===== src/sv/pbsd_pkg.sv =====
// shared types, constants and helpers for the point to box squared distance block
// no dependencies

package pbsd_pkg;

  // coordinates are signed q8.8, squared distance is unsigned q20.16
  localparam int unsigned COORD_W   = 16;
  localparam int unsigned SQ_W      = 2 * COORD_W;
  localparam int unsigned SUM_W     = SQ_W + 2;
  localparam int unsigned DIST_W    = 36;
  localparam int unsigned EXT_W     = (SUM_W > DIST_W) ? SUM_W : DIST_W;
  localparam int unsigned NUM_AXES  = 3;
  localparam int unsigned CFG_IDX_W = 3;

  // configuration register indexes
  localparam logic [CFG_IDX_W-1:0] REG_LOW_X  = CFG_IDX_W'(0);
  localparam logic [CFG_IDX_W-1:0] REG_LOW_Y  = CFG_IDX_W'(1);
  localparam logic [CFG_IDX_W-1:0] REG_LOW_Z  = CFG_IDX_W'(2);
  localparam logic [CFG_IDX_W-1:0] REG_HIGH_X = CFG_IDX_W'(3);
  localparam logic [CFG_IDX_W-1:0] REG_HIGH_Y = CFG_IDX_W'(4);
  localparam logic [CFG_IDX_W-1:0] REG_HIGH_Z = CFG_IDX_W'(5);

  typedef logic signed [COORD_W-1:0] coord_t;

  // reset box spans 0.0 to 1.0 on every axis
  localparam coord_t LOW_RESET  = COORD_W'(0);
  localparam coord_t HIGH_RESET = COORD_W'(256);

  // which bound the clamp picked on one axis
  typedef enum logic [1:0] {
    CLAMP_NONE,
    CLAMP_LOW,
    CLAMP_HIGH
  } clamp_e;

  typedef struct packed {
    coord_t px;
    coord_t py;
    coord_t pz;
  } point_in_t;

  typedef struct packed {
    logic [DIST_W-1:0] min_sq_distance;
    logic              inside_res;
  } dist_out_t;

  // stage load enables handed to the axis units
  typedef struct packed {
    logic s2;
    logic s3;
  } axis_en_t;

  // clip a sum of squares to the result width
  function automatic logic [DIST_W-1:0] sat_dist(input logic [SUM_W-1:0] s);
    logic [EXT_W-1:0] e;
    e = EXT_W'(s);
    if ((e >> DIST_W) != '0) begin
      return '1;
    end
    return e[DIST_W-1:0];
  endfunction

endpackage


===== src/sv/point_box_squared_distance.sv =====
// point to axis-aligned box squared distance, top level
// depends on pbsd_pkg and pbsd_axis
// a taken point moves through the stages in order; its result word shows on the output from the stage 6 register
// throughput: one point per cycle while out_stall_i is low; six register stages, each moves when the next can take it
// the multiplier stage squares both bound differences of every axis once per cycle in which it loads
// reset clears all stage valids and sets the box to 0.0 .. 1.0 on every axis

module point_box_squared_distance
  import pbsd_pkg::*;
(
  input  logic                 clk_i,
  input  logic                 rst_ni,
  // point input channel
  input  logic                 in_valid_i,
  output logic                 in_stall_o,
  input  point_in_t            in_data_i,
  // result output channel
  output logic                 out_valid_o,
  input  logic                 out_stall_i,
  output dist_out_t            out_data_o,
  // configuration write channel
  input  logic                 cfg_valid_i,
  output logic                 cfg_ready_o,
  input  logic [CFG_IDX_W-1:0] cfg_index_i,
  input  coord_t               cfg_data_i
);

  localparam int unsigned NUM_STAGES = 6;
  localparam int unsigned NUM_CAND   = NUM_AXES + 1;

  // box registers
  coord_t lo_q [NUM_AXES];
  coord_t hi_q [NUM_AXES];

  // stage control: a stage loads when it is empty or the one after it moves on
  logic [NUM_STAGES-1:0] valid_q;
  logic [NUM_STAGES-1:0] ready;

  // stage 1: registered point
  coord_t p1_q [NUM_AXES];

  // stages 2 and 3 live in the axis units
  axis_en_t        axis_en;
  logic [SQ_W-1:0] sq_lo [NUM_AXES];
  logic [SQ_W-1:0] sq_hi [NUM_AXES];
  clamp_e          clamp [NUM_AXES];
  logic [NUM_AXES-1:0] inside_ax;

  // stage 4: per axis best pinned term and clamped term
  logic [SQ_W-1:0] pin4_q [NUM_AXES];
  logic [SQ_W-1:0] clp4_q [NUM_AXES];
  logic            inside4_q;

  // stage 5: candidate sums, one per face pair and one for the corners
  logic [DIST_W-1:0] cand5_q [NUM_CAND];
  logic              inside5_q;

  // stage 6: output word
  dist_out_t out_q;
  logic [DIST_W-1:0] min_a, min_b, min_all;

  // config port never back-pressures; user must write only while idle, not enforced
  assign cfg_ready_o = 1'b1;

  always_ff @(posedge clk_i or negedge rst_ni) begin
    if (!rst_ni) begin
      for (int k = 0; k < NUM_AXES; k++) begin
        lo_q[k] <= LOW_RESET;
        hi_q[k] <= HIGH_RESET;
      end
    end else if (cfg_valid_i) begin
      case (cfg_index_i)
        REG_LOW_X:  lo_q[0] <= cfg_data_i;
        REG_LOW_Y:  lo_q[1] <= cfg_data_i;
        REG_LOW_Z:  lo_q[2] <= cfg_data_i;
        REG_HIGH_X: hi_q[0] <= cfg_data_i;
        REG_HIGH_Y: hi_q[1] <= cfg_data_i;
        REG_HIGH_Z: hi_q[2] <= cfg_data_i;
        default: ;  // unknown index, write dropped
      endcase
    end
  end

  // ready ripples back from the output stall
  always_comb begin
    ready[NUM_STAGES-1] = !valid_q[NUM_STAGES-1] || !out_stall_i;
    for (int i = NUM_STAGES - 2; i >= 0; i--) begin
      ready[i] = !valid_q[i] || ready[i+1];
    end
  end

  assign in_stall_o = !ready[0];

  always_ff @(posedge clk_i or negedge rst_ni) begin
    if (!rst_ni) begin
      valid_q <= '0;
    end else begin
      if (ready[0]) begin
        valid_q[0] <= in_valid_i;
      end
      for (int i = 1; i < NUM_STAGES; i++) begin
        if (ready[i]) begin
          valid_q[i] <= valid_q[i-1];
        end
      end
    end
  end

  // stage 1: take the point word
  always_ff @(posedge clk_i) begin
    if (ready[0]) begin
      p1_q[0] <= in_data_i.px;
      p1_q[1] <= in_data_i.py;
      p1_q[2] <= in_data_i.pz;
    end
  end

  assign axis_en.s2 = ready[1];
  assign axis_en.s3 = ready[2];

  // stages 2 and 3: differences to both bounds, then their squares
  for (genvar k = 0; k < NUM_AXES; k++) begin : g_axis
    pbsd_axis u_axis (
      .clk_i     (clk_i),
      .en_i      (axis_en),
      .p_i       (p1_q[k]),
      .lo_i      (lo_q[k]),
      .hi_i      (hi_q[k]),
      .sq_low_o  (sq_lo[k]),
      .sq_high_o (sq_hi[k]),
      .clamp_o   (clamp[k]),
      .inside_o  (inside_ax[k])
    );
  end

  // stage 4: a face pins its own axis to one plane, the nearer plane wins;
  // the other axes take the clamped term, which is zero or one of the two squares
  always_ff @(posedge clk_i) begin
    if (ready[3]) begin
      for (int k = 0; k < NUM_AXES; k++) begin
        pin4_q[k] <= (sq_lo[k] < sq_hi[k]) ? sq_lo[k] : sq_hi[k];
        case (clamp[k])
          CLAMP_LOW:  clp4_q[k] <= sq_lo[k];
          CLAMP_HIGH: clp4_q[k] <= sq_hi[k];
          default:    clp4_q[k] <= '0;
        endcase
      end
      inside4_q <= &inside_ax;
    end
  end

  // stage 5: best face of each axis pair, and the nearest corner
  always_ff @(posedge clk_i) begin
    if (ready[4]) begin
      cand5_q[0] <= sat_dist(SUM_W'(pin4_q[0]) + SUM_W'(clp4_q[1]) + SUM_W'(clp4_q[2]));
      cand5_q[1] <= sat_dist(SUM_W'(clp4_q[0]) + SUM_W'(pin4_q[1]) + SUM_W'(clp4_q[2]));
      cand5_q[2] <= sat_dist(SUM_W'(clp4_q[0]) + SUM_W'(clp4_q[1]) + SUM_W'(pin4_q[2]));
      cand5_q[3] <= sat_dist(SUM_W'(pin4_q[0]) + SUM_W'(pin4_q[1]) + SUM_W'(pin4_q[2]));
      inside5_q  <= inside4_q;
    end
  end

  // stage 6: two-level minimum into the output register
  always_comb begin
    min_a   = (cand5_q[0] < cand5_q[1]) ? cand5_q[0] : cand5_q[1];
    min_b   = (cand5_q[2] < cand5_q[3]) ? cand5_q[2] : cand5_q[3];
    min_all = (min_a < min_b) ? min_a : min_b;
  end

  always_ff @(posedge clk_i) begin
    if (ready[5]) begin
      out_q.min_sq_distance <= min_all;
      out_q.inside_res      <= inside5_q;
    end
  end

  assign out_valid_o = valid_q[NUM_STAGES-1];
  assign out_data_o  = out_q;

  // a result word only appears when stage 5 held one
  a_out_from_stage5 : assert property (@(posedge clk_i) disable iff (!rst_ni)
    $rose(out_valid_o) |-> $past(valid_q[NUM_STAGES-2]))
    else $error("output valid rose without a word in stage 5");

  // the minimum never exceeds the corner candidate it was built from
  a_min_le_corner : assert property (@(posedge clk_i) disable iff (!rst_ni)
    (ready[NUM_STAGES-1] && valid_q[NUM_STAGES-2])
      |=> (out_q.min_sq_distance <= $past(cand5_q[NUM_CAND-1])))
    else $error("minimum above corner candidate");

  // an empty output stage must never back-pressure the input
  a_no_stall_when_empty : assert property (@(posedge clk_i) disable iff (!rst_ni)
    !out_valid_o |-> !in_stall_o)
    else $error("input stalled while output stage empty");

endmodule


===== src/sv/pbsd_axis.sv =====
// one axis of the distance pipeline: bound differences, clamp choice and squares
// depends on pbsd_pkg

module pbsd_axis
  import pbsd_pkg::*;
(
  input  logic                clk_i,
  input  axis_en_t            en_i,
  input  coord_t              p_i,
  input  coord_t              lo_i,
  input  coord_t              hi_i,
  output logic [SQ_W-1:0]     sq_low_o,
  output logic [SQ_W-1:0]     sq_high_o,
  output clamp_e              clamp_o,
  output logic                inside_o
);

  logic signed [COORD_W:0] dl, dh, dl_neg, dh_neg;
  logic                    below, above;
  logic [COORD_W-1:0]      abs_lo_d, abs_hi_d;
  clamp_e                  clamp_d;

  logic [COORD_W-1:0]      abs_lo_q, abs_hi_q;
  clamp_e                  clamp2_q, clamp3_q;
  logic                    inside2_q, inside3_q;
  logic [SQ_W-1:0]         sq_lo_q, sq_hi_q;

  always_comb begin
    dl     = (COORD_W+1)'(p_i) - (COORD_W+1)'(lo_i);
    dh     = (COORD_W+1)'(p_i) - (COORD_W+1)'(hi_i);
    dl_neg = -dl;
    dh_neg = -dh;
    abs_lo_d = dl[COORD_W] ? dl_neg[COORD_W-1:0] : dl[COORD_W-1:0];
    abs_hi_d = dh[COORD_W] ? dh_neg[COORD_W-1:0] : dh[COORD_W-1:0];
    below  = dl[COORD_W];
    above  = !dh[COORD_W] && (dh != '0);
    // low bound is tested first, also for an inverted box
    if (below) begin
      clamp_d = CLAMP_LOW;
    end else if (above) begin
      clamp_d = CLAMP_HIGH;
    end else begin
      clamp_d = CLAMP_NONE;
    end
  end

  always_ff @(posedge clk_i) begin
    if (en_i.s2) begin
      abs_lo_q  <= abs_lo_d;
      abs_hi_q  <= abs_hi_d;
      clamp2_q  <= clamp_d;
      inside2_q <= !below && !above;
    end
    if (en_i.s3) begin
      sq_lo_q   <= SQ_W'(abs_lo_q) * SQ_W'(abs_lo_q);
      sq_hi_q   <= SQ_W'(abs_hi_q) * SQ_W'(abs_hi_q);
      clamp3_q  <= clamp2_q;
      inside3_q <= inside2_q;
    end
  end

  assign sq_low_o  = sq_lo_q;
  assign sq_high_o = sq_hi_q;
  assign clamp_o   = clamp3_q;
  assign inside_o  = inside3_q;

endmodule


===== config.mk =====
export PLATFORM = sky130hd
export DESIGN_NAME = point_box_squared_distance
export DESIGN_NICKNAME = d
export VERILOG_FILES = /design/src/sv/pbsd_pkg.sv /design/src/sv/point_box_squared_distance.sv /design/src/sv/pbsd_axis.sv
export SDC_FILE = /design/constraint.sdc
export NUM_CORES = 2
export LEC_CHECK = 0
export CAP_MARGIN = 20
export CORE_ASPECT_RATIO = 0.5
export CORE_MARGIN = 5
export CORE_UTILIZATION = 25
export DETAILED_ROUTE_END_ITERATION = 10
export DONT_BUFFER_PORTS = 1
export HOLD_SLACK_MARGIN = 0.05
export SKIP_CTS_REPAIR_TIMING = 1
export SYNTH_ARGS = -nofsm -noshare
export SYNTH_HDL_FRONTEND = slang
export SYNTH_SLANG_ARGS = --single-unit

===== constraint.sdc =====
create_clock -name clk_i -period 14.1 [get_ports clk_i]
set_clock_uncertainty 0.2 [all_clocks]
set_input_delay 0 -clock clk_i [delete_from_list [all_inputs] [get_ports clk_i]]
set_output_delay 0 -clock clk_i [all_outputs]
set_load 0.02 [all_outputs]

# [After elaboration in Yosys (flattened, before gate mapping)]
# Memories as Yosys holds them, arrays and structs flattened.
# Index checks and enable logic that the tools add are counted.
[classes] bitwise=6 magnitude_cmp=6 n_mul=6 n_mux=63 addsub=20 reduce_logical=43 n_eq_ne=11
[op_table] op="$mux W36" n=11
[op_table] op="$mux W32" n=9
[op_table] op="$mul A16 B16 Y32" n=6
[op_table] op="$add A33 B32 Y34" n=4
[op_table] op="$add A32 B32 Y33" n=4
[op_table] op="$lt A36 B36 Y1" n=3
[op_table] op="$sub A16 B16 Y17" n=6
[op_table] op="$lt A32 B32 Y1" n=3
[op_table] op="$mux W16" n=6
[op_table] op="$neg A16 Y16" n=6
[op_table] op="$reduce_bool A17 Y1" n=3
[op_table] op="$mux W1" n=34
[op_table] op="$logic_not A1 Y1" n=17
[op_table] op="$reduce_and A2 Y1" n=6
[op_table] op="$eq A2 B1 Y1 const B" n=3
[op_table] op="$eq A2 B2 Y1 const B" n=3
[op_table] op="$eq A3 B2 Y1 const B" n=2
[op_table] op="$eq A3 B3 Y1 const B" n=2
[op_table] op="$logic_and A1 B1 Y1" n=6
[op_table] op="$logic_or A1 B1 Y1" n=6
[op_table] op="$mux W2" n=3
[op_table] op="$or A1 B1 Y1" n=6
[op_table] op="$reduce_or A2 Y1" n=3
[op_table] op="$eq A3 B1 Y1 const B" n=1
[op_table] op="2 further kinds" n=2
[word_totals] mem_count=4 register_bits=447 ramBits=384 out_inout_bits=40 wordCells=199
[mem_list] memory="cand5_q" words=4 width=36 rd=4 rd_clocked_by_memory_dff=0 wr=4 line_no="point_box_squared_distance.sv:55" text="logic [DIST_W-1:0] cand5_q [NUM_CAND];"
[mem_list] memory="clp4_q" words=3 width=32 rd=3 rd_clocked_by_memory_dff=0 wr=3 line_no="point_box_squared_distance.sv:51" text="logic [SQ_W-1:0] clp4_q [NUM_AXES];"
[mem_list] memory="pin4_q" words=3 width=32 rd=3 rd_clocked_by_memory_dff=0 wr=3 line_no="point_box_squared_distance.sv:50" text="logic [SQ_W-1:0] pin4_q [NUM_AXES];"
[mem_list] memory="p1_q" words=3 width=16 rd=3 rd_clocked_by_memory_dff=0 wr=3 line_no="point_box_squared_distance.sv:40" text="coord_t p1_q [NUM_AXES];"

# [Logic depth before layout (Yosys ltp)]
[logic_depth] ltp_word=9 ltp_mapped=26 depth_no_buf=25

# [Cells and area by module]
# Synthesis repeated with hierarchy kept, for this count alone.
[hier_totals] hier_cells=9239 hier_area_um2=93373.3
[modules_own_cells] module="point_box_squared_distance" seq_area_each_um2=14958.1 area_each_um2=33248.1 cells_per_inst=2830 n_inst=1
[modules_own_cells] module="pbsd_axis (g_axis[0].u_axis)" seq_area_each_um2=3002.9 area_each_um2=20128.1 cells_per_inst=2143 n_inst=1
[modules_own_cells] module="pbsd_axis (g_axis[1].u_axis)" seq_area_each_um2=3002.9 area_each_um2=20014.2 cells_per_inst=2131 n_inst=1
[modules_own_cells] module="pbsd_axis (g_axis[2].u_axis)" seq_area_each_um2=3002.9 area_each_um2=19982.9 cells_per_inst=2135 n_inst=1

# [Worst setup path after synthesis]
# OpenSTA, ideal clock, no wires.
[synth_path] path_type="reg-to-reg" startpoint="register valid_q[5]" endpoint="memory clp4_q[2][0] (netlist bit), data pin" path_stages_with_launch=7 required_ps=13629 path_buffers=1 slack_ps=2721 setup_time_ps=271 arrival_time_ps=10909 path_cell_list="dfrtp_1 > nand3_1 > nor2_1 > clkinv_1 > o21ai_1 > clkbuf_1 > o21ai_0"
[synth_rtl] element="from (decl)" line_no="point_box_squared_distance.sv:36" text="logic [NUM_STAGES-1:0] valid_q;"
[synth_rtl] element="from (signal, indexed assignment)" line_no="point_box_squared_distance.sv:103" text="valid_q[i] <= valid_q[i-1];"
[synth_rtl] element="to (decl)" line_no="point_box_squared_distance.sv:51"

# [Worst setup path after layout]
[layout_path] startpoint="register g_axis[1].u_axis.abs_lo_q[13]" endpoint="register g_axis[1].u_axis.sq_lo_q[24], data pin"
[layout_via] elab_chain_len=1
[layout_lines] element="from (decl)" line_no="pbsd_axis.sv:23" text="logic [COORD_W-1:0] abs_lo_q, abs_hi_q;"
[layout_lines] element="from (signal assigned)" line_no="pbsd_axis.sv:49" text="abs_lo_q <= abs_lo_d;"
[layout_lines] element="$mul A16 B16 Y32" line_no="pbsd_axis.sv:55" text="sq_lo_q <= SQ_W'(abs_lo_q) * SQ_W'(abs_lo_q);"
[layout_lines] element="to (signal assigned)" line_no="pbsd_axis.sv:55"
[layout_lines] element="to (decl)" line_no="pbsd_axis.sv:26" text="logic [SQ_W-1:0] sq_lo_q, sq_hi_q;"
# No other way between the ends.
# A chain may end at the register's enable or synchronous reset.

==> impl_results.md <==
- Number of port buffers: 0
- Status: completed
- Post-Syn Area per Cell: 10.1 um2
- Post-Synth XOR/XNOR Area: 4.35%
- Vias in the first global route: 63,600
- Initial antenna violation count: 19
- R2R cell count: 22
- Final wirelength: 244 mm
- Post-synthesis adder-cell area fraction: 38.2%
- Dpl hpwl: 203 mm
- Clock Latency Late Sink: 0.74 ns
- Placed Cells incl. Taps: 13,700
- Worst hold path startpoint: cfg_valid_i
- # setup viols final: 0
- Core area: 0.363 mm2
- Final Wtd Congestion: 0.919
- CP required: 14.36 ns
- Die Area: 0.378 mm2
- Detailed Routing Iterations Pass 1: 5
- Distinct cell type count after synthesis: 107
- Worst Hold Path EP: hi_q[24]
- Die width: 865 um
- Setup TNS: 0 ns
- Via count: 62,800
- Critical R2R Launch: g_axis[1].u_axis.abs_lo_q[13]
- Placed cell areas: 0.0970 mm2
- Final #Nets: 11,300
- 1st-iter DRT viols: 4,306
- Post-Synthesis Cells: 9,061
- Max frequency: 137 MHz
- Vias/cell: 4.47
- Clock sink count: 810
- Ys Warns: 0
- Simple-gate share of the synthesized area: 10.4%
- Worst-Margin Slew: 1.26 ns
- CTS Root Cell: clkbuf_16
- Hold Vio Cnt, Final: 0
- DRC Markers: 0
- Global-route wire length before repair: 375 mm
- RSZ-0062 raised after global routing: no
- Synth async-reset ratio: 12.6%
- I/O Pins: 112
- Fin. max-slew vios: 0
- Commonest non-fill, non-tap cell in the layout: inv_1
- Mux contribution to synthesized area: 2.91%
- Number of max-cap violations: 0
- Clk slew on worst S/H paths: 0.06 ns
- Initial Util: 25.2%
- Largest net degree at the start of global routing: 103
- Synth Area in Compound Gates: 9.35%
- Crit. End Element: flop
- Final period util: 51.9%
- Hold Path Class: input pin to flop
- Num CTS Buffers: 97
- Die height: 437 um
- CTS H-Tree Depth: 3
- Post-synth EDFFs: 708
- Startpoint Class: flop
- Most frequent cells in the layout: inv_1 (1,889), fa_1 (1,106), ha_1 (1,022)
- CTS Buffer Depth: 3
- Crit Path Class: flop to flop
- Overall Global Routing Usage: 12.6%
- CTS tree: yes
- Fin area: 0.102 mm2
- Row cnt: 156
- Post-DRT Antenna Nets: 0
- Final core utilization: 28.0%
- Hold path cells: 6
- Remaining global-route overflow: 0
- P&R area growth vs syn: 11.3%
- Crit-path max FO: 14
- WL per Instance: 17.4 um
- R2R Setup Slk: 6.79 ns
- CP arrival: 7.58 ns
- Layout Cells excl Fill: 14,000
- Post-synth top flop: edfxtp_1
- Main combinational cell family by area after synthesis: adder cells
- Reg2reg end: g_axis[1].u_axis.sq_low_o[24]
- Min cycle time layout: 7.31 ns
- Ratio of cells with drive above 1 in the final layout: 4.08%
- Synth Register Bits: 810
- Mapped Area: 0.0914 mm2
- Register area share after synthesis: 26.1%
- Max transition margin: 15.1%
## cells by family (layout without fill, tap and decap cells)
family | Yosys count | count (layout)
adders and majority gates | 2128 | 2128
buffers and inverters | 2097 | 2245
and+or+nand+nor | 1995 | 1995
AOI/OAI and AO/OA | 1329 | 1329
DFF | 810 | 810
xor gates and xnor gates | 452 | 452
muxes | 248 | 248
other | 2 | 23
## worst max-delay path by stage
stage	startpoint	to	slack (ns)	cells after the start
4_1_cts	g_axis[2].u_axis.abs_lo_q[6]	g_axis[2].u_axis.sq_low_o[29]	6.87	21
5_1_grt	g_axis[1].u_axis.abs_lo_q[13]	g_axis[1].u_axis.sq_low_o[24]	6.36	22
2_1_floorplan	valid_q[5]	clp4_q[2][0]	2.72	6
3_3_place_gp	cand5_q[2][7]	out_data_o[19]	6.49	20
3_5_place_dp	g_axis[2].u_axis.abs_lo_q[6]	g_axis[2].u_axis.sq_low_o[29]	6.88	21
6_report	g_axis[1].u_axis.abs_lo_q[13]	g_axis[1].u_axis.sq_low_o[24]	6.79	22
## registers in the layout (all words and copies together), names as in the netlist, 48 cells and up
register	cells
cand5_q	136
clp4_q	94
g_axis.u_axis.abs_hi_q	48
g_axis.u_axis.abs_lo_q	48
g_axis.u_axis.sq_high_o	93
g_axis.u_axis.sq_low_o	93
hi_q	48
lo_q	48
p1_q	48
pin4_q	93
## cell type report
class                   instances  area, um2
flip-flops and latches        810      23800
repair buffers                175       1780
inverters                    1891       7110
fillers                     37600     261000
clock inverters                59        549
diodes                          9       22.5
well taps                    4819       6030
clock buffers                 120       2620
multi-input cells            6166      59800
## cell usage after synthesis (25+ instances only)
master	number	area (um2)
inv_1	1889	7090
fa_1	1106	22100
ha_1	1022	12800
nand2_1	838	3150
edfxtp_1	708	21300
a21oi_1	429	2150
nor2_1	344	1290
xnor2_1	320	2800
and2_1	272	1700
o21ai_0	238	1190
a21o_1	194	1460
clkbuf_1	186	698
xor2_1	131	1150
mux2i_1	106	1060
dfrtp_1	99	2480
mux2_2	90	1010
nor2b_1	88	551
nor3_1	76	380
nand3_1	75	375
nand2b_1	70	438
o21a_1	61	458
o31ai_1	53	398
mux2_1	52	586
and3_1	47	294
nand4_1	47	294
a31oi_1	43	269
o21bai_1	41	308
or3_1	35	219
o21ai_1	33	165
a211oi_1	29	218
o211ai_1	25	188
## through the flow
step	hold slack [ns]	setup WS, ns
final	0.0982	6.79
after global routing	0.0928	6.36
after CTS	-1.30	6.87
after detailed placement	-0.492	6.88
after global placement	-0.493	6.49
after floorplan	-0.496	2.72
## layer usage
layer	vias to the layer above	part of all wire, %	wire [um]	global-route usage (%)
met1	31100	44	109000	17.2
met3	309	5.7	14000	1.69
met4	0	5.0	12200	5.08
met2	1652	45	109000	20.3
li1	29700	-	-	-
met5	-	0	0	0
## critical path, stage by stage, from the launching register on
cell and delay (ns):
edfxtp_1 0.74, inv_1 0.30, nor2_1 0.22, ha_1 0.28
xor2_1 0.19, fa_1 0.55, inv_1 0.06, fa_1 0.48
fa_1 0.51, fa_1 0.50, inv_1 0.05, fa_1 0.47
inv_1 0.04, ha_1 0.35, a21o_1 0.22, a21o_1 0.17
a221oi_1 0.25, o21ai_0 0.14, a21oi_1 0.42, o21ai_0 0.18
a2111oi_0 0.43, nor3_1 0.13, xor2_1 0.15
Power is not shown: default switching activity piles up to over one toggle a cycle in this logic, so the estimate is an artifact.
